$ cat config.mk
export PLATFORM = sky130hd
export DESIGN_NAME = ait_cmp
export DESIGN_NICKNAME = d
export VERILOG_FILES = /design/src/design/ait_pkg.sv /design/src/design/ait_cmp.sv
export SDC_FILE = /design/constraint.sdc
export NUM_CORES = 1
export LEC_CHECK = 0
export BUFFER_PORTS_ARGS = -buffer_cell sky130_fd_sc_hd__buf_2
export CAP_MARGIN = 15
export CORE_MARGIN = 2
export CORE_UTILIZATION = 35
export DETAILED_ROUTE_END_ITERATION = 8
export PLACE_DENSITY = 0.72
export SYNTH_ARGS = -nofsm -noshare
export SYNTH_HDL_FRONTEND = slang
export SYNTH_SLANG_ARGS = --single-unit
$ cat constraint.sdc
create_clock -name vclk -period 12
set_clock_uncertainty 0.2 [all_clocks]
set_input_delay 1.2 -clock vclk [all_inputs]
set_output_delay 1.2 -clock vclk [all_outputs]
set_load 0.02 [all_outputs]
$ cat src/design/ait_pkg.sv
// Shared types, constants and command codes for the aging ignore table.
`default_nettype none

package ait_pkg;

  localparam int DEFAULT_ENTRIES = 64;

  localparam int KEY_W       = 64;
  localparam int STAMP_W     = 32;
  localparam int CMD_W       = 3;
  localparam int PASSES_W    = 16;
  localparam int CFG_DATA_W  = 32;
  localparam int CFG_INDEX_W = 2;
  localparam int COUNT_OUT_W = 7;

  localparam logic [STAMP_W-1:0]  FORGET_TIME_RESET   = 32'd600;
  localparam logic [PASSES_W-1:0] FORGET_PASSES_RESET = 16'd5;

  localparam logic [CMD_W-1:0] CMD_TICK   = 3'd0;
  localparam logic [CMD_W-1:0] CMD_CLEAR  = 3'd1;
  localparam logic [CMD_W-1:0] CMD_PASS   = 3'd2;
  localparam logic [CMD_W-1:0] CMD_QUERY  = 3'd3;
  localparam logic [CMD_W-1:0] CMD_INSERT = 3'd4;

  localparam logic [CFG_INDEX_W-1:0] REG_FORGET_TIME   = 2'd0;
  localparam logic [CFG_INDEX_W-1:0] REG_FORGET_PASSES = 2'd1;

  typedef struct packed {
    logic [KEY_W-1:0]   key;
    logic [STAMP_W-1:0] time_stamp;
    logic [STAMP_W-1:0] pass_stamp;
  } entry_t;

  typedef struct packed {
    logic key_eq;
    logic expired;
  } cmp_res_t;

  typedef enum logic [1:0] {
    ST_IDLE,
    ST_SCAN,
    ST_WRITE,
    ST_DONE
  } state_t;

endpackage

`default_nettype wire

$ cat src/design/ait_cmp.sv
// Shared compare unit: key match and age/pass expiry test for one entry.
`default_nettype none

module ait_cmp
  import ait_pkg::*;
(
  input  wire entry_t                entry,
  input  wire logic [KEY_W-1:0]      key,
  input  wire logic [STAMP_W-1:0]    tick_count,
  input  wire logic [STAMP_W-1:0]    pass_count,
  input  wire logic [STAMP_W-1:0]    forget_time,
  input  wire logic [PASSES_W-1:0]   forget_passes,
  output cmp_res_t                   res
);

  logic [STAMP_W-1:0] age;
  logic [STAMP_W-1:0] pass_gap;

  // Both differences wrap modulo 2^32.
  assign age      = tick_count - entry.time_stamp;
  assign pass_gap = pass_count - entry.pass_stamp;

  assign res.key_eq  = (entry.key == key);
  assign res.expired = (age > forget_time) &&
                       (pass_gap > {{(STAMP_W-PASSES_W){1'b0}}, forget_passes});

endmodule

`default_nettype wire
=== After elaboration in Yosys (flattened, before gate mapping) ===
Cells that the tools add are included.

* Register bits after elaboration: 0
* Bits in latches: 0
* Bits in writable memories: 0
* ROM bits: 0
* Input port bits: 304
* Output and inout bits: 2
* Memories: 0

* $add $sub $neg: 2
* Multiply operators: 0
* Div/mod/pow operators: 0
* $lt $le $gt $ge: 2
* Equal/unequal tests: 1
* Shift-type cells: 0
* Multiplexer cells: 0
* Bitwise logic cells: 0
* Reductions and logical operators: 1

{| class="wikitable"
|+ Operators with widths
! operator !! number
|-
| $eq 64x64->1 || 1
|-
| $sub 32x32->32 || 2
|-
| $gt 32x16->1 || 1
|-
| $gt 32x32->1 || 1
|-
| $logic_and 1x1->1 || 1
|}

=== Longest topological paths before layout ===
Gate-level depths: netlist of the first run.

* Depth after elaboration: 3
* Gate-level depth with buffers: 22

=== Least setup slack after synthesis of the first run ===
Ideal clock, no wire load.

* Path type: input port to output port
* Start: in tick_count[0]
* End: out res[0] (netlist name)
* Data arrival time: 5.062 ns
* Slack: 5.538 ns
* Stages: 20
* Path buffers: 0
* Cells stage by stage: inv_1 ha_1 inv_1 fa_1 a21o_1 a21oi_1 o31ai_1 o311ai_1 and3_1 nor2_1 a221o_1 a21oi_1 xnor2_1 ha_1 nand4_1 nor4_1 nand2_1 a211o_1 a41o_1 a41oi_1

{| class="wikitable"
|+ RTL lines
! what !! RTL line !! source
|-
| start, declared || ait_cmp.sv:9 || <nowiki>input wire logic [STAMP_W-1:0] tick_count,</nowiki>
|-
| end, declared || ait_cmp.sv:13 || <nowiki>output cmp_res_t res</nowiki>
|}

==> results.ini, run 1 <==
[outcome]
outcome = complete, no violations

[finish]
fin_nets = 1473
multiInputGateArea_um2 = 4880
nClkBuffers = 0
n_fill_cell = 1592
drive_above_1_share = 0.300
synthToLayoutAreaGrowth_pct = 32.2
seq_cell_count = 0
regArea_um2 = 0

[setup_path]
worstSetupPathType = in2out
crit_arrival_ns = 5.82
cp.required_ns = 10.60
start_kind = input pin
cp_max_fo = 4
setup.worst_path.end = res[0]
critPathLaunch = tick_count[0]
end_kind = primary output

[drt]
routed_via_density = 5.09
drt_iter0_markers = 291
wl_per_cell_um = 13.5
ant_nets = 0
drtPass1Iterations = 5
wirelength_um = 16800
vias = 6341
drc_errors = 0

[pwr]
p_sw_frac = 0.518
p_seq_frac = 0
power_switching_w = 0.000184
peakVddDrop_mv = 0.0240
comb_power_share = 1.000
power.internal_w = 0.000171
pwr-share-clk = 0
leakage_nw = 4.05
p_total_w = 0.000356
power_density_nw_per_um2 = 50.1

[clock_tree]
post_cts_buffers = 0
cts_resized = 0
cts_hold_buffers = 0

[floorplanning]
die_h_um = 128
core_um2 = 15100
pin_count = 306
die_w_um = 128
num_rows = 45
die_area_um2 = 16400
initial_core_util = 0.356

[yosys]
yosys.area.top_type_share = 0.256
synth.avg_cell_area_um2 = 7.07
syn-instance-count = 760
synth_cell_type_count = 61
yosysMostFrequentCell = inv_1
syn-num-nets = 1176
ys.warnings.count = 0
synth_common_cells = inv_1, ha_1, xor2_1, a21oi_1, a21o_1
yosysTopAreaCell = ha_1
synth_area_leaders = ha_1, xor2_1, inv_1
syn_area_um2 = 5380
synth_seq_area_share = 0

[sta]
fin_crit_ns = 7.22
drv_slew = 0
rsz0062_at_grt = no
setup_tns_ns = 0
fmax_mhz = 139
worst_pin_slew_ns = 0.788
slew_headroom = 0.470
setup_viol = 0
timing.hold.ws_ns = 2.74
fin_crit_sh = 0.602
fin_ws_ns = 4.78
final_hold_viol_count = 0

[run]
maxCapViolations = 0

[global_routing]
gr-total-overflow = 0
antenna_found_initial = 2
grt_pass1_wl_um = 26200
grt_pass1_vias = 5945
grt_max_degree = 10
grt_util_all_layers = 0.188

[place]
pre_cts_ws_ns = 4.78
dp_hpwl_um = 15400
place_congestion = 0.912
buffer_ports.inserted = 306

[worst_hold_path]
hold_path.class = in2out

## layer usage
metal	global-route usage	vias to the layer above	routed length, um
met5	0	-	0
met4	0.0155	0	161
met3	0.0117	12	970
met2	0.350	210	8060
met1	0.248	2807	7610
li1	-	3312	-
## cells in the final DEF, fill, tap and decap left out, types with 3 or more instances in the layout
cell type / n
a21oi_1: 69
nor2_1: 32
and4_1: 3
xor2_1: 82
nand2b_1: 5
nor3_1: 8
a21o_1: 34
nand3b_1: 3
a41oi_1: 3
nor4_1: 20
o21ai_0: 25
inv_1: 122
nor2b_1: 12
xnor2_1: 33
o31a_1: 4
o21bai_1: 5
o21a_1: 17
and3_1: 8
a221oi_1: 3
o211ai_1: 11
nand3_1: 19
and2_1: 4
buf_2: 306
a211oi_1: 4
mux2i_1: 3
a211o_1: 3
a31oi_1: 5
or3_1: 4
ha_1: 110
nand4_1: 26
nand2_1: 32
o31ai_1: 4
o21ai_1: 3
## critical path: stages
cell and delay, ns:
buf_2 0.10, inv_1 0.04, ha_1 0.18, inv_1 0.06, fa_1 0.40, a21o_1 0.18, a21oi_1 0.26, o31ai_1 0.21
o311ai_1 0.39, and3_1 0.24, nor2_1 0.10, a221o_1 0.33, a21oi_1 0.18, xnor2_1 0.08, ha_1 0.30, nand4_1 0.13
nor4_1 0.40, nand2_1 0.12, a211o_1 0.24, a41o_1 0.20, a41oi_1 0.25, buf_2 0.22
## worst min path at each step
stage	slack, ns	depth (start not counted)	from	end
final	2.74	6	key[51]	res[1]
after detailed placement	2.75	6	key[51]	res[1]
after global placement	2.74	6	key[47]	res[1]
after global routing	2.78	6	key[51]	res[1]
after CTS	2.75	6	key[51]	res[1]
after floorplan	2.51	4	entry[95]	res[1]
## cells by family (layout without fill, tap and decap cells)
kind of cell | count (synthesis) | after routing | synth area share
adders and majority gates | 112 | 112 | 0.263
muxes | 4 | 4 | 0.00768
AOI/OAI and AO/OA | 216 | 216 | 0.272
buffers and inverters | 133 | 428 | 0.0931
xor gates and xnor gates | 115 | 115 | 0.187
other | 0 | 2 | 0
and+or+nand+nor | 180 | 180 | 0.176
## metrics by stage
stage | util | cell area, um2 | std cells
after floorplan | - | 5380 | 760
after global placement | 0.471 | 7100 | 1243
after detailed placement | 0.471 | 7100 | 1243
after CTS | 0.471 | 7100 | 1243
after global routing | 0.471 | 7100 | 1244
final | 0.471 | 7110 | 1245
## area by class of cell
| class | count | area share |
|---|---|---|
| Inverter | 122 | 0.0644 |
| Timing Repair Buffer | 306 | 0.216 |
| Tap cell | 188 | 0.0331 |
| Antenna cell | 2 | 0.000704 |
| Multi-Input combinational cell | 627 | 0.686 |
## power groups by stage
| stage | sequential, W | combinational (W) | clock, W |
|---|---|---|---|
| 3_3_place_gp | 0 | 0.000351 | 0 |
| 6_report | 0 | 0.000356 | 0.0000000000223 |
| 2_1_floorplan | 0 | 0.000244 | 0 |
| 5_1_grt | 0 | 0.000402 | 0.0000000000111 |
| 4_1_cts | 0 | 0.000356 | 0 |
| 3_5_place_dp | 0 | 0.000354 | 0 |
No activity file was read; power rests on OpenSTA's default activity.
==> run 2, diff against run 1 <==
--- a/config.mk
+++ b/config.mk
@@ -10,7 +10,7 @@
 export CORE_MARGIN = 2
 export CORE_UTILIZATION = 35
 export DETAILED_ROUTE_END_ITERATION = 8
-export PLACE_DENSITY = 0.72
+export PLACE_DENSITY = 0.75
 export SYNTH_ARGS = -nofsm -noshare
 export SYNTH_HDL_FRONTEND = slang
 export SYNTH_SLANG_ARGS = --single-unit
==> constraint.sdc (replaced) <==
create_clock -name vclk -period 6.5
set_clock_uncertainty 0.2 [all_clocks]
set_input_delay 0.65 -clock vclk [all_inputs]
set_output_delay 0.65 -clock vclk [all_outputs]
set_load 0.02 [all_outputs]
==> results.ini, run 2 (synthesis gave the netlist of run 1 again) <==
[finish]
fin_cells = 1244  ; -0.080%
drive_above_1_share = 0.300  ; unchanged
fin_nets = 1473  ; unchanged
multiInputGateArea_um2 = 4880  ; unchanged
seq_cell_count = 0  ; unchanged
layout_common_cells = buf_2, inv_1, ha_1
n_fill_cell = 1568  ; -1.5%
synthToLayoutAreaGrowth_pct = 32.1  ; about the same
final_common_cell = buf_2
fin_area_um2 = 7100  ; about the same
regArea_um2 = 0  ; unchanged
nClkBuffers = 0  ; unchanged

[setup_path]
setup.worst_path.end = res[0]
critPathLaunch = tick_count[0]
cp.required_ns = 5.65  ; -4.95 ns
cp_max_fo = 4  ; unchanged
worstSetupPathType = in2out
end_kind = primary output
start_kind = input pin
crit_arrival_ns = 5.18  ; -0.64 ns

[pwr]
power.internal_w = 0.000316  ; +85%
power_switching_w = 0.000344  ; +86%
pwr-share-clk = 0  ; unchanged
leakage_nw = 4.05  ; about the same
peakVddDrop_mv = 0.0407  ; +70%
p_seq_frac = 0  ; unchanged
comb_power_share = 1.000  ; about the same
power_density_nw_per_um2 = 92.9  ; +86%
p_sw_frac = 0.521  ; +0.00242

[floorplanning]
pin_count = 306  ; unchanged
core_um2 = 15100  ; unchanged
die_area_um2 = 16400  ; unchanged
die_w_um = 128  ; unchanged
initial_core_util = 0.356  ; unchanged
num_rows = 45  ; unchanged
die_h_um = 128  ; unchanged

[global_routing]
antenna_found_initial = 0  ; -2
gr-total-overflow = 0  ; unchanged
grt_max_degree = 10  ; unchanged
grt_pass1_wl_um = 26000  ; -0.68%
grt_util_all_layers = 0.188  ; -0.000701
grt_pass1_vias = 5890  ; -0.93%

[sta]
fin_crit_sh = 0.928
fin_crit_ns = 6.03
setup_tns_ns = 0  ; unchanged
fmax_mhz = 166
slew_headroom = 0.556  ; +0.0862
drv_slew = 0  ; unchanged
setup_viol = 0  ; unchanged
rsz0062_at_grt = no
worst_pin_slew_ns = 0.660  ; -0.128 ns
final_hold_viol_count = 0  ; unchanged

[clock_tree]
cts_hold_buffers = 0  ; unchanged
post_cts_buffers = 0  ; unchanged
cts_resized = 0  ; unchanged

[drt]
wl_per_cell_um = 13.5  ; -0.31%
routed_via_density = 5.10  ; about the same
vias = 6341  ; unchanged
drt_iter0_markers = 369  ; +27%
drc_errors = 0  ; unchanged
wirelength_um = 16700  ; -0.39%
drtPass1Iterations = 5  ; unchanged
ant_nets = 0  ; unchanged

[outcome]
outcome = complete, no violations

[place]
place_congestion = 0.931  ; +2.0%
dp_hpwl_um = 15400  ; -0.36%
buffer_ports.inserted = 306  ; unchanged
placed_area_um2 = 7100  ; unchanged
placedCellCount = 1243  ; unchanged

[worst_hold_path]
hold_path.class = in2out

[run]
maxCapViolations = 0  ; unchanged

[run 2: cell types whose count changed in the layout (fill, tap and decap cells not counted), sizes merged]
cell,change
diode,-1
[run 2: per-layer routing]
metal / track usage / up-vias / wire length (um)
met4: 0.00840 / 0 / 63
met3: 0.00835 / 8 / 958
met5: 0 / - / 0
li1: - / 3305 / -
met1: 0.260 / 2810 / 7780
met2: 0.338 / 218 / 7930
[run 2: area by class of cell]
cell class                 count  area share
antenna                        1    0.000352
inverter                     122      0.0645
multi-input combinational    627       0.686
tap                          188      0.0331
timing repair buffer         306       0.216
[run 2: stage by stage]
stage	setup WS [ns]	hold WS, ns	utilization	total power [W]
after floorplan	1.14	1.41	-	0.000450
after global placement	0.553	1.64	0.471	0.000645
after detailed placement	0.482	1.65	0.471	0.000656
after CTS	0.438	1.66	0.471	0.000661
after global routing	0.0974	1.68	0.471	0.000738
final	0.469	1.64	0.471	0.000660
[run 2: worst min path at each step]
stage,startpoint,slack (ns),end,depth (start not counted)
floorplan,entry[95],1.41,res[1],4
global placement,key[28],1.64,res[1],6
detailed placement,key[7],1.65,res[1],6
CTS,key[48],1.66,res[1],6
global route,key[31],1.68,res[1],6
finish,key[30],1.64,res[1],6
[run 2: worst max-delay path, stage by stage]
cell and delay [ns]:
buf_2 0.09, inv_1 0.04, ha_1 0.15, inv_1 0.05
fa_1 0.40, a21o_1 0.18, a21oi_1 0.27, o31ai_1 0.21
o311ai_1 0.40, and3_1 0.24, nor2_1 0.10, a221o_1 0.33
a21oi_1 0.17, xnor2_1 0.08, ha_1 0.30, nand4_1 0.13
nor4_1 0.39, nand2_1 0.12, a211o_1 0.25, a41o_1 0.21
a41oi_1 0.21, buf_2 0.21
[run 2: power by group through the flow]
stage	clock network (W)	registers (W)	logic, W
after floorplan	0	0	0.000450
after global placement	0	0	0.000645
after detailed placement	0	0	0.000656
after CTS	0	0	0.000661
after global routing	0	0	0.000738
final	0.0000000000206	0	0.000660
