`config.mk`:
```
export PLATFORM = sky130hd
export DESIGN_NAME = ait_ram
export DESIGN_NICKNAME = d
export VERILOG_FILES = /design/src/design/ait_ram.sv
export SDC_FILE = /design/constraint.sdc
export NUM_CORES = 1
export LEC_CHECK = 0
export BUFFER_PORTS_ARGS = -buffer_cell sky130_fd_sc_hd__buf_4
export CAP_MARGIN = 0
export CORE_ASPECT_RATIO = 0.8
export CORE_MARGIN = 2
export CORE_UTILIZATION = 37
export DETAILED_ROUTE_END_ITERATION = 10
export GPL_TIMING_DRIVEN = 0
export HOLD_SLACK_MARGIN = 0.03
export SLEW_MARGIN = 20
export SYNTH_ARGS = -nofsm -noshare
export SYNTH_HDL_FRONTEND = slang
export SYNTH_SLANG_ARGS = --single-unit
```
`constraint.sdc`:
```
create_clock -name clk -period 1.7 [get_ports clk]
set_input_delay 0.085 -clock clk [delete_from_list [all_inputs] [get_ports clk]]
set_output_delay 0.085 -clock clk [all_outputs]
set_load 0.05 [all_outputs]
```
`src/design/ait_ram.sv`:
```
// Generic single-write, single-read RAM with registered read data.
`default_nettype none

module ait_ram #(
  parameter int WIDTH = 8,
  parameter int DEPTH = 2
) (
  input  wire logic                     clk,
  input  wire logic                     we,
  input  wire logic [$clog2(DEPTH)-1:0] waddr,
  input  wire logic [WIDTH-1:0]         wdata,
  input  wire logic [$clog2(DEPTH)-1:0] raddr,
  output logic      [WIDTH-1:0]         rdata
);

  logic [WIDTH-1:0] mem [DEPTH];

  always_ff @(posedge clk) begin
    if (we) begin
      mem[waddr] <= wdata;
    end
    rdata <= mem[raddr];
  end

endmodule

`default_nettype wire

```
# Yosys cells after proc, flatten, opt, wreduce, memory -nomap -nowiden
# Memory sizes are Yosys's and may differ from the RTL's. A register that Yosys moved wholly into a read port is not among the register bits.
# Cells that the tools add are included.
# totals
ff_bits	0
ram_bits	16
inputBits	12
output_inout_bits	8
elab_cells	3
n_memories	1
# classes
muxes	2
# mem_list
name	words	width	read_ports	rd_ports_with_merged_regs	wr	line	text
mem	2	8	1	1	1	16	logic [WIDTH-1:0] mem [DEPTH];
# op_table
operator	n
$mux 1	2

# Depth between registers and ports, before layout
# Gate-level depths: netlist (run 1).
# logic_depth
word_depth	2
ltp_mapped	2
ltp_nobuf	1

# Worst setup path before layout (run 1)
# No wires, ideal clock.
# synth_path
path_kind	input -> register
startpoint	in we
endpoint	mem mem[0][0], enable pin
setup_time_ps	373
arrival_ps	505
path_slack_ps	822
path_stages	1
path_cell_list	nor2b_1
# synth_via
elab_chain_len	2
# synth_lines
item	line	text
start: declaration	9	input wire logic we,
$mux 1	19	if (we) begin
$mux 1 (implied by the code)	20	mem[waddr] <= wdata;
end: declaration	16	
# No other way between the ends.

# Worst setup path in the final report (run 1)
# layout_path
startpoint	reg rdata[6], read port of mem
endpoint	out rdata[6]
# layout_rtl
item	line	text
start: declaration	13	output logic [WIDTH-1:0] rdata
# No word-level cell between the ends.

==> results of run 1 <==
-- path summary, 6_finish.rpt --
path | start | to | slack (ns) | cells past startpoint
worst max-delay path | rdata[6] | rdata[6] | 0.80 | 1
worst min-delay path | raddr | rdata[7] | 0.1 | 2
worst max register to register | mem[0][2] | rdata[2] | 0.96 | 1
worst min register to register | mem[1][5] | rdata[5] | 0.48 | 1
-- repair_timing --
action,4_1_cts,5_1_grt
hold endpoints to repair,16,0
setup buffers,0,0
hold buffers,8,0
-- sequential cells by signal, summed over array words and instances (netlist names) --
name / cells
rdata: 8
mem: 16
-- cell type report --
type | instances | area, µm² | share of cell area (%)
flip-flops and latches | 24 | 641 | 60.9
well taps | 24 | 30.0 | 2.85
clock buffers | 3 | 22.5 | 2.14
plain buffers | 1 | 11.3 | 1.07
repair buffers | 26 | 215 | 20.5
multi-input cells | 10 | 133 | 12.6
-- metrics by stage --
step	setup WS (ns)	util [%]	hold slack [ns]	total power, W	cells
after floorplan	0.822	-	0.184	0.000794	35
after global placement	0.564	48.8	0.270	0.000844	77
after detailed placement	0.556	48.8	0.273	0.000847	77
after CTS	0.780	54.1	0.0962	0.00109	88
after global routing	0.714	54.1	0.0678	0.00113	88
final	0.800	54.1	0.0995	0.00107	88
-- kinds of logic after synthesis --
| logic type | count (synthesis) | synth area share, % |
|---|---|---|
| buffers and inverters | 1 | 1.44 |
| AND/OR/NAND/NOR | 2 | 1.60 |
| multiplexers | 8 | 15.3 |
| flip-flops | 24 | 81.7 |
-- where the power goes --
group	internal (W)	leakage, nW	switching (W)
clock	0.0000825	0.0138	0.000143
sequential	0.000668	0.218	0.0000100
combinational	0.0000768	0.196	0.0000911
-- cell usage in the layout, fill, tap and decap left out --
| cell | synthesis | routed |
|---|---|---|
| buf_4 | 0 | 18 |
| edfxtp_1 | 16 | 16 |
| mux2_4 | 8 | 8 |
| dlygate4sd3_1 | 0 | 8 |
| dfxtp_1 | 8 | 8 |
| clkbuf_4 | 0 | 3 |
| buf_6 | 1 | 1 |
| nor2b_1 | 1 | 1 |
| and2_1 | 1 | 1 |
-- layer usage --
metal / routed length (µm) / vias to the layer above / global-route usage (%) / share of wire [%]
li1: - / 188 / - / -
met1: 329 / 174 / 5.58 / 34
met2: 575 / 13 / 18.1 / 60
met3: 55 / 0 / 6.02 / 5.7
met4: 0 / 0 / 1.46 / 0
met5: 0 / - / 0 / 0
==> impl_metrics.json, run 1 <==
{
  "critPathKind": "flop to output port",
  "die-area_um2": 2510,
  "clock_sinks": 24,
  "grt-ovfl-total": 0,
  "first_pass_iters": 2,
  "rsz0062_at_grt": "false",
  "critPathTopFamily": "flip-flops",
  "post_drt_wl_per_cell_um": 10.9,
  "gp_congestion": 0.578,
  "die_height_um": 45.2,
  "hold_class": "primary input to flop",
  "max_cap_viol_count": 0,
  "cp_slowest_stage_delay_ns": 0.33,
  "powerDensity_nw_per_um2": 1020,
  "synth-edff-count": 16,
  "max_freq_mhz": 1110,
  "worst_slew_pin_slew_ns": 0.713,
  "outcome": "finished, final reports clean",
  "start_kind": "flop",
  "cts_tree": "yes",
  "yosysTopAreaCell": "edfxtp_1",
  "final_nets": 78,
  "synth_seq_cells": 24,
  "track_usage_pct": 8.33,
  "io_buffers": 18,
  "ys.flop_type": "edfxtp_1",
  "cp.arrival_ns": 0.81,
  "critPathRequiredTime_ns": 1.62,
  "drc": 0,
  "routed_via_density": 4.26,
  "yosysUniqueCellTypes": 6,
  "n_fill_cell": 149,
  "grt_pass1_vias": 356,
  "async_reset_ff_share_pct": 0,
  "synth_top_area_share_pct": 61.2,
  "vias": 375,
  "maxSlewHeadroom_pct": 52.3,
  "area_growth_pct": 34.1,
  "syn_avg_cell_area_um2": 22.4,
  "cts_resized": 0,
  "post-route-min-period_ns": 0.900,
  "synth.most_common_cell": "edfxtp_1",
  "syn_area_um2": 785,
  "ys_warn_count": 0,
  "drive_above_1_share_pct": 46.9,
  "cp_cell_sequence": "buf_4",
  "grt_pass1_wl_um": 1410,
  "insertedDiodeCount": 0,
  "final_hold_viol_count": 0,
  "slew_viol_final": 0,
  "seq_area_frac_synth_pct": 81.7,
  "max-clock-path-buffers": 2,
  "clock_skew_ns": 0.000395,
  "die_w_um": 55.5,
  "cp_slowest_cell": "dfxtp_1",
  "drt_iter0_drc": 3,
  "vdd_drop_max_mv": 0.632,
  "cts_root_buf": "clkbuf_4",
  "placed_area_um2": 950,
  "path_max_fanout": 1,
  "min_period_over_period_pct": 52.9,
  "core_area_um2": 1940,
  "syn_nets": 47,
  "end_kind": "output port",
  "ant_nets": 0,
  "initial_core_util_pct": 40.3,
  "fin_setup_tns_ns": 0,
  "syn_inst": 35,
  "clkTransAtPathRegs_ns": 0.11,
  "rows": 14,
  "path_buf_inv": 1,
  "synth_common_cells": "edfxtp_1 (16), dfxtp_1 (8), mux2_4 (8)",
  "leakagePower_nw": 0.428,
  "clkLatencyLatePin_ns": 0.29,
  "wl_um": 961,
  "grt_max_degree": 13,
  "setup_viol": 0,
  "synthTopCellsByArea": "edfxtp_1 (61%), dfxtp_1 (20%), mux2_4 (15%)",
  "antenna_found_initial": 0,
  "cts_buffers": 3,
  "final_cell_area_um2": 1050,
  "h-tree-depth": 1,
  "pin_count": 20
}
(Power assumes the default switching activity.)
==> inputs of run 2 (changes only) <==
clock period = 0.8 ns   (was 1.7 ns; I/O delays follow)
==> impl_metrics.json, run 2 (synthesis results as in run 1) <==
{
  "outcome": "finished, violations left",
  "violations": "setup timing",
  "cts_tree": "yes",
  "vdd_drop_max_mv": 1.57,
  "end_kind": "output port",
  "worstReg2RegStart": "mem[0][5]",
  "pre_cts_slack_ns": -0.107,
  "worst_slew_pin_slew_ns": 0.427,
  "insertedDiodeCount": 0,
  "use_met2_pct": 16.2,
  "cts_buffers": 3,
  "cp_cell_sequence": "buf_8",
  "clock_skew_ns": 0.00214,
  "routed_via_density": 4.21,
  "clkLatencyLatePin_ns": 0.30,
  "slew_viol_final": 0,
  "vias": 375,
  "hold_ws_ns": 0.0508,
  "grt_max_degree": 14,
  "first_pass_iters": 1,
  "final_nets": 78,
  "hold_class": "primary input to flop",
  "final_hold_viol_count": 0,
  "r2r.worst_path.cells": 1,
  "critPathRequiredTime_ns": 0.76,
  "max_freq_mhz": 1210,
  "fin_ws_ns": -0.0296,
  "drive_above_1_share_pct": 61.5,
  "cp_slowest_stage_delay_ns": 0.35,
  "post-cts-setup-buffers": 0,
  "reg_top3": "mem x16, rdata x8",
  "wl_um": 944,
  "post-route-min-period_ns": 0.830,
  "max_cap_viol_count": 0,
  "cp.arrival_ns": 0.79,
  "grt-ovfl-total": 0,
  "path_max_fanout": 1,
  "io_buffers": 18,
  "start_kind": "flop",
  "post_drt_wl_per_cell_um": 10.6,
  "most-common-layout-cells": "edfxtp_1 (16), buf_4 (10), mux2_4 (8), dlygate4sd3_1 (8), dfxtp_2 (8)",
  "largest_reg_flops": 16,
  "critPathTopFamily": "flip-flops",
  "grt_pass1_wl_um": 1480,
  "cts_root_buf": "clkbuf_4",
  "drc": 0,
  "hold_start": "raddr",
  "ant_nets": 0,
  "drt_iter0_drc": 0,
  "busiest_layer": "met2",
  "final_common_cell": "edfxtp_1",
  "r2r_setup_slack_ns": 0.06,
  "rows": 14,
  "powerDensity_nw_per_um2": 2190,
  "gr-usage-met3_pct": 6.02,
  "cp_slowest_cell": "dfxtp_2",
  "min_period_over_period_pct": 104,
  "area_growth_pct": 42.7,
  "power.total_w": 0.00245,
  "h-tree-depth": 1,
  "endpoint": "rdata[7]",
  "path_buf_inv": 1,
  "antenna_found_initial": 0,
  "n_fill_cell": 152,
  "critPathKind": "flop to output port",
  "initial_core_util_pct": 40.3,
  "clkTransAtPathRegs_ns": 0.12,
  "cp.depth": 1,
  "maxSlewHeadroom_pct": 71.4,
  "leakagePower_nw": 0.450,
  "pin_count": 20,
  "r2r-end": "rdata[5]",
  "cp-startpoint": "rdata[7]",
  "die_height_um": 45.2,
  "track_usage_pct": 8.64,
  "gr-usage-met1_pct": 7.41,
  "setup_viol": 8,
  "largest-register": "mem",
  "rsz0062_at_grt": "true",
  "clock_sinks": 24,
  "die-area_um2": 2510,
  "die_w_um": 55.5,
  "core_area_um2": 1940,
  "grt_pass1_vias": 358,
  "gp_congestion": 0.580,
  "max-clock-path-buffers": 2
}
## run 2: changes by cell type in the layout (fill, tap and decap cells not counted)
cell	delta
buf_4	-8
dfxtp_1	-8
dfxtp_2	+8
buf_6	+5
buf_8	+3
clkbuf_8	+1
nor2b_1	-1
nor2b_2	+1
## run 2: worst min path at each step
stage | endpoint | depth (start not counted)
floorplan | mem[0][0] | 0
CTS | rdata[2] | 2
finish | rdata[2] | 2
global route | rdata[2] | 2
detailed placement | mem[0][1] | 1
global placement | mem[1][1] | 1
## run 2: power by group
group	internal (W)	leakage [nW]	switching, W
Sequential	0.00143	0.218	0.0000293
Combinational	0.000198	0.212	0.000195
Clock	0.000278	0.0210	0.000323
## run 2: metal layers
| layer | vias up | wire length, µm | share of wire (%) |
|---|---|---|---|
| li1 | 189 | - | - |
| met1 | 175 | 352 | 37 |
| met2 | 11 | 546 | 58 |
| met3 | 0 | 45 | 4.8 |
| met4 | 0 | 0 | 0 |
| met5 | - | 0 | 0 |
## run 2: area by class of cell
type | count | area [µm²] | area share [%]
flip-flops and latches | 24 | 651 | 58.1
repair buffers | 26 | 256 | 22.9
multi-input cells | 10 | 135 | 12.1
clock buffers | 4 | 36.3 | 3.24
well taps | 24 | 30.0 | 2.68
plain buffers | 1 | 11.3 | 1.01
## run 2: through the flow
step	TNS [ns]	util, %	cells	cell area (µm²)
after floorplan	0	-	35	787
after CTS	-0.392	57.4	89	1120
after detailed placement	-1.23	49.0	77	952
final	-0.214	57.6	89	1120
after global routing	-0.602	57.6	89	1120
after global placement	-0.990	49.0	77	952
## run 2: timing repair
item                                   in CTS  in global routing
hold buffers                                8                  0
setup endpoints to repair                   8                  8
gates resized for setup                    18                  1
pin swaps                                   0                  0
endpoints found under the hold margin      16                  0
==> inputs of run 3 (changes only) <==
CORE_ASPECT_RATIO = unset   (was 0.8)
==> impl_metrics.json, run 3 (synthesis results as in run 1) <==
{
  "outcome": "finished, violations left",
  "violations": "setup timing",
  "cp_slowest_stage_delay_ns": 0.35,
  "r2r.worst_path.cells": 1,
  "final_nets": 78,
  "p_int_w": 0.00213,
  "die_w_um": 50.0,
  "first_pass_iters": 3,
  "cts_root_buf": "clkbuf_4",
  "r2r_setup_slack_ns": 0.05,
  "placed_area_um2": 956,
  "clock_sinks": 24,
  "comb_power_share_pct": 14.5,
  "power.total_w": 0.00269,
  "largest-register": "mem",
  "drive_above_1_share_pct": 61.5,
  "start_kind": "flop",
  "powerDensity_nw_per_um2": 2370,
  "h-tree-depth": 1,
  "cp_slowest_cell": "dfxtp_2",
  "initial_core_util_pct": 39.6,
  "maxSlewHeadroom_pct": 71.4,
  "hold_start": "raddr",
  "critPathTopFamily": "flip-flops",
  "io_buffers": 18,
  "end_kind": "output port",
  "max-clock-path-buffers": 2,
  "power_switching_w": 0.000560,
  "min_period_over_period_pct": 105,
  "cp.arrival_ns": 0.80,
  "cts_buffers": 3,
  "grt-ovfl-total": 0,
  "critPathKind": "flop to output port",
  "n_fill_cell": 155,
  "p_clk_share_pct": 31.2,
  "rsz0062_at_grt": "true",
  "drt_iter0_drc": 3,
  "post_drt_wl_per_cell_um": 10.7,
  "wl_um": 984,
  "path_buf_inv": 1,
  "die-area_um2": 2500,
  "antenna_found_initial": 0,
  "grt_pass1_wl_um": 1550,
  "grt_pass1_vias": 372,
  "cp_cell_sequence": "buf_6",
  "worstReg2RegStart": "mem[1][1]",
  "endpoint": "rdata[4]",
  "vdd_drop_max_mv": 1.28,
  "fin_ws_ns": -0.0436,
  "reg_top3": "mem x16, rdata x8",
  "insertedDiodeCount": 0,
  "final_common_cell": "edfxtp_1",
  "multi_input_area_um2": 135,
  "post-route-min-period_ns": 0.844,
  "routed_via_density": 4.18,
  "fin_util_pct": 57.3,
  "leakagePower_nw": 0.456,
  "cp.depth": 1,
  "die_height_um": 50.0,
  "pre_cts_slack_ns": -0.0877,
  "cp-startpoint": "rdata[4]",
  "regArea_um2": 651,
  "hold_ws_ns": 0.0517,
  "critPathRequiredTime_ns": 0.76,
  "post-cts-setup-buffers": 0,
  "largest_reg_flops": 16,
  "pin_count": 20,
  "area_growth_pct": 44.8,
  "clkTransAtPathRegs_ns": 0.12,
  "sw_frac_of_total_pct": 20.8,
  "clock_skew_ns": 0.000853,
  "grt_max_degree": 15,
  "final_hold_viol_count": 0,
  "slew_viol_final": 0,
  "r2r-end": "rdata[1]",
  "track_usage_pct": 8.77,
  "gp_congestion": 0.634,
  "max_cap_viol_count": 0,
  "rows": 16,
  "worst_slew_pin_slew_ns": 0.427,
  "core_area_um2": 1980,
  "seq_power_share_pct": 54.2,
  "path_max_fanout": 1,
  "vias": 385,
  "final_cell_area_um2": 1140,
  "setup_viol": 8,
  "ant_nets": 0,
  "hold_class": "primary input to flop",
  "max_freq_mhz": 1190,
  "most-common-layout-cells": "edfxtp_1 (16), buf_4 (10), mux2_4 (8), dlygate4sd3_1 (8), dfxtp_2 (8)",
  "drc": 0,
  "cts_tree": "yes",
  "clkLatencyLatePin_ns": 0.30
}
run 3: metal layers:
metal,share of wire [%],vias to the layer above,GRT usage (%)
met5,0,-,0
li1,-,189,-
met1,36,185,9.09
met4,0,0,4.17
met3,4.1,0,2.73
met2,60,11,15.8
run 3: stage by stage:
stage | std cells | TNS, ns
finish | 92 | -0.248
global route | 92 | -0.532
CTS | 92 | -0.329
detailed placement | 80 | -1.12
global placement | 80 | -0.828
floorplan | 35 | 0
run 3: what timing repair did:
action,in CTS,in global routing
hold buffers,8,0
endpoints found under the setup margin,8,8
resized for setup,17,1
endpoints found under the hold margin,16,0
run 3: how the worst min path moves through the flow:
| stage | end | slack (ns) | cells after the start |
|---|---|---|---|
| finish | rdata[2] | 0.05 | 2 |
| global route | rdata[3] | 0.04 | 2 |
| CTS | rdata[5] | 0.05 | 2 |
| detailed placement | mem[1][1] | 0.23 | 1 |
| global placement | mem[0][0] | 0.22 | 1 |
| floorplan | mem[0][0] | 0.14 | 0 |
run 3: final cells by class:
cell class / count / area share (%)
Buffer: 1 / 0.991
Clock buffer: 3 / 1.98
Clock inverter: 1 / 2.64
Multi-Input combinational cell: 10 / 11.9
Sequential cell: 24 / 57.3
Tap cell: 27 / 2.97
Timing Repair Buffer: 26 / 22.2
run 3: power groups by stage:
stage	clock network [W]	logic, W	registers [W]
2_1_floorplan	0	0.0000862	0.00160
3_3_place_gp	0	0.000328	0.00147
3_5_place_dp	0	0.000333	0.00147
4_1_cts	0.000859	0.000390	0.00146
5_1_grt	0.000902	0.000407	0.00147
6_report	0.000839	0.000390	0.00146
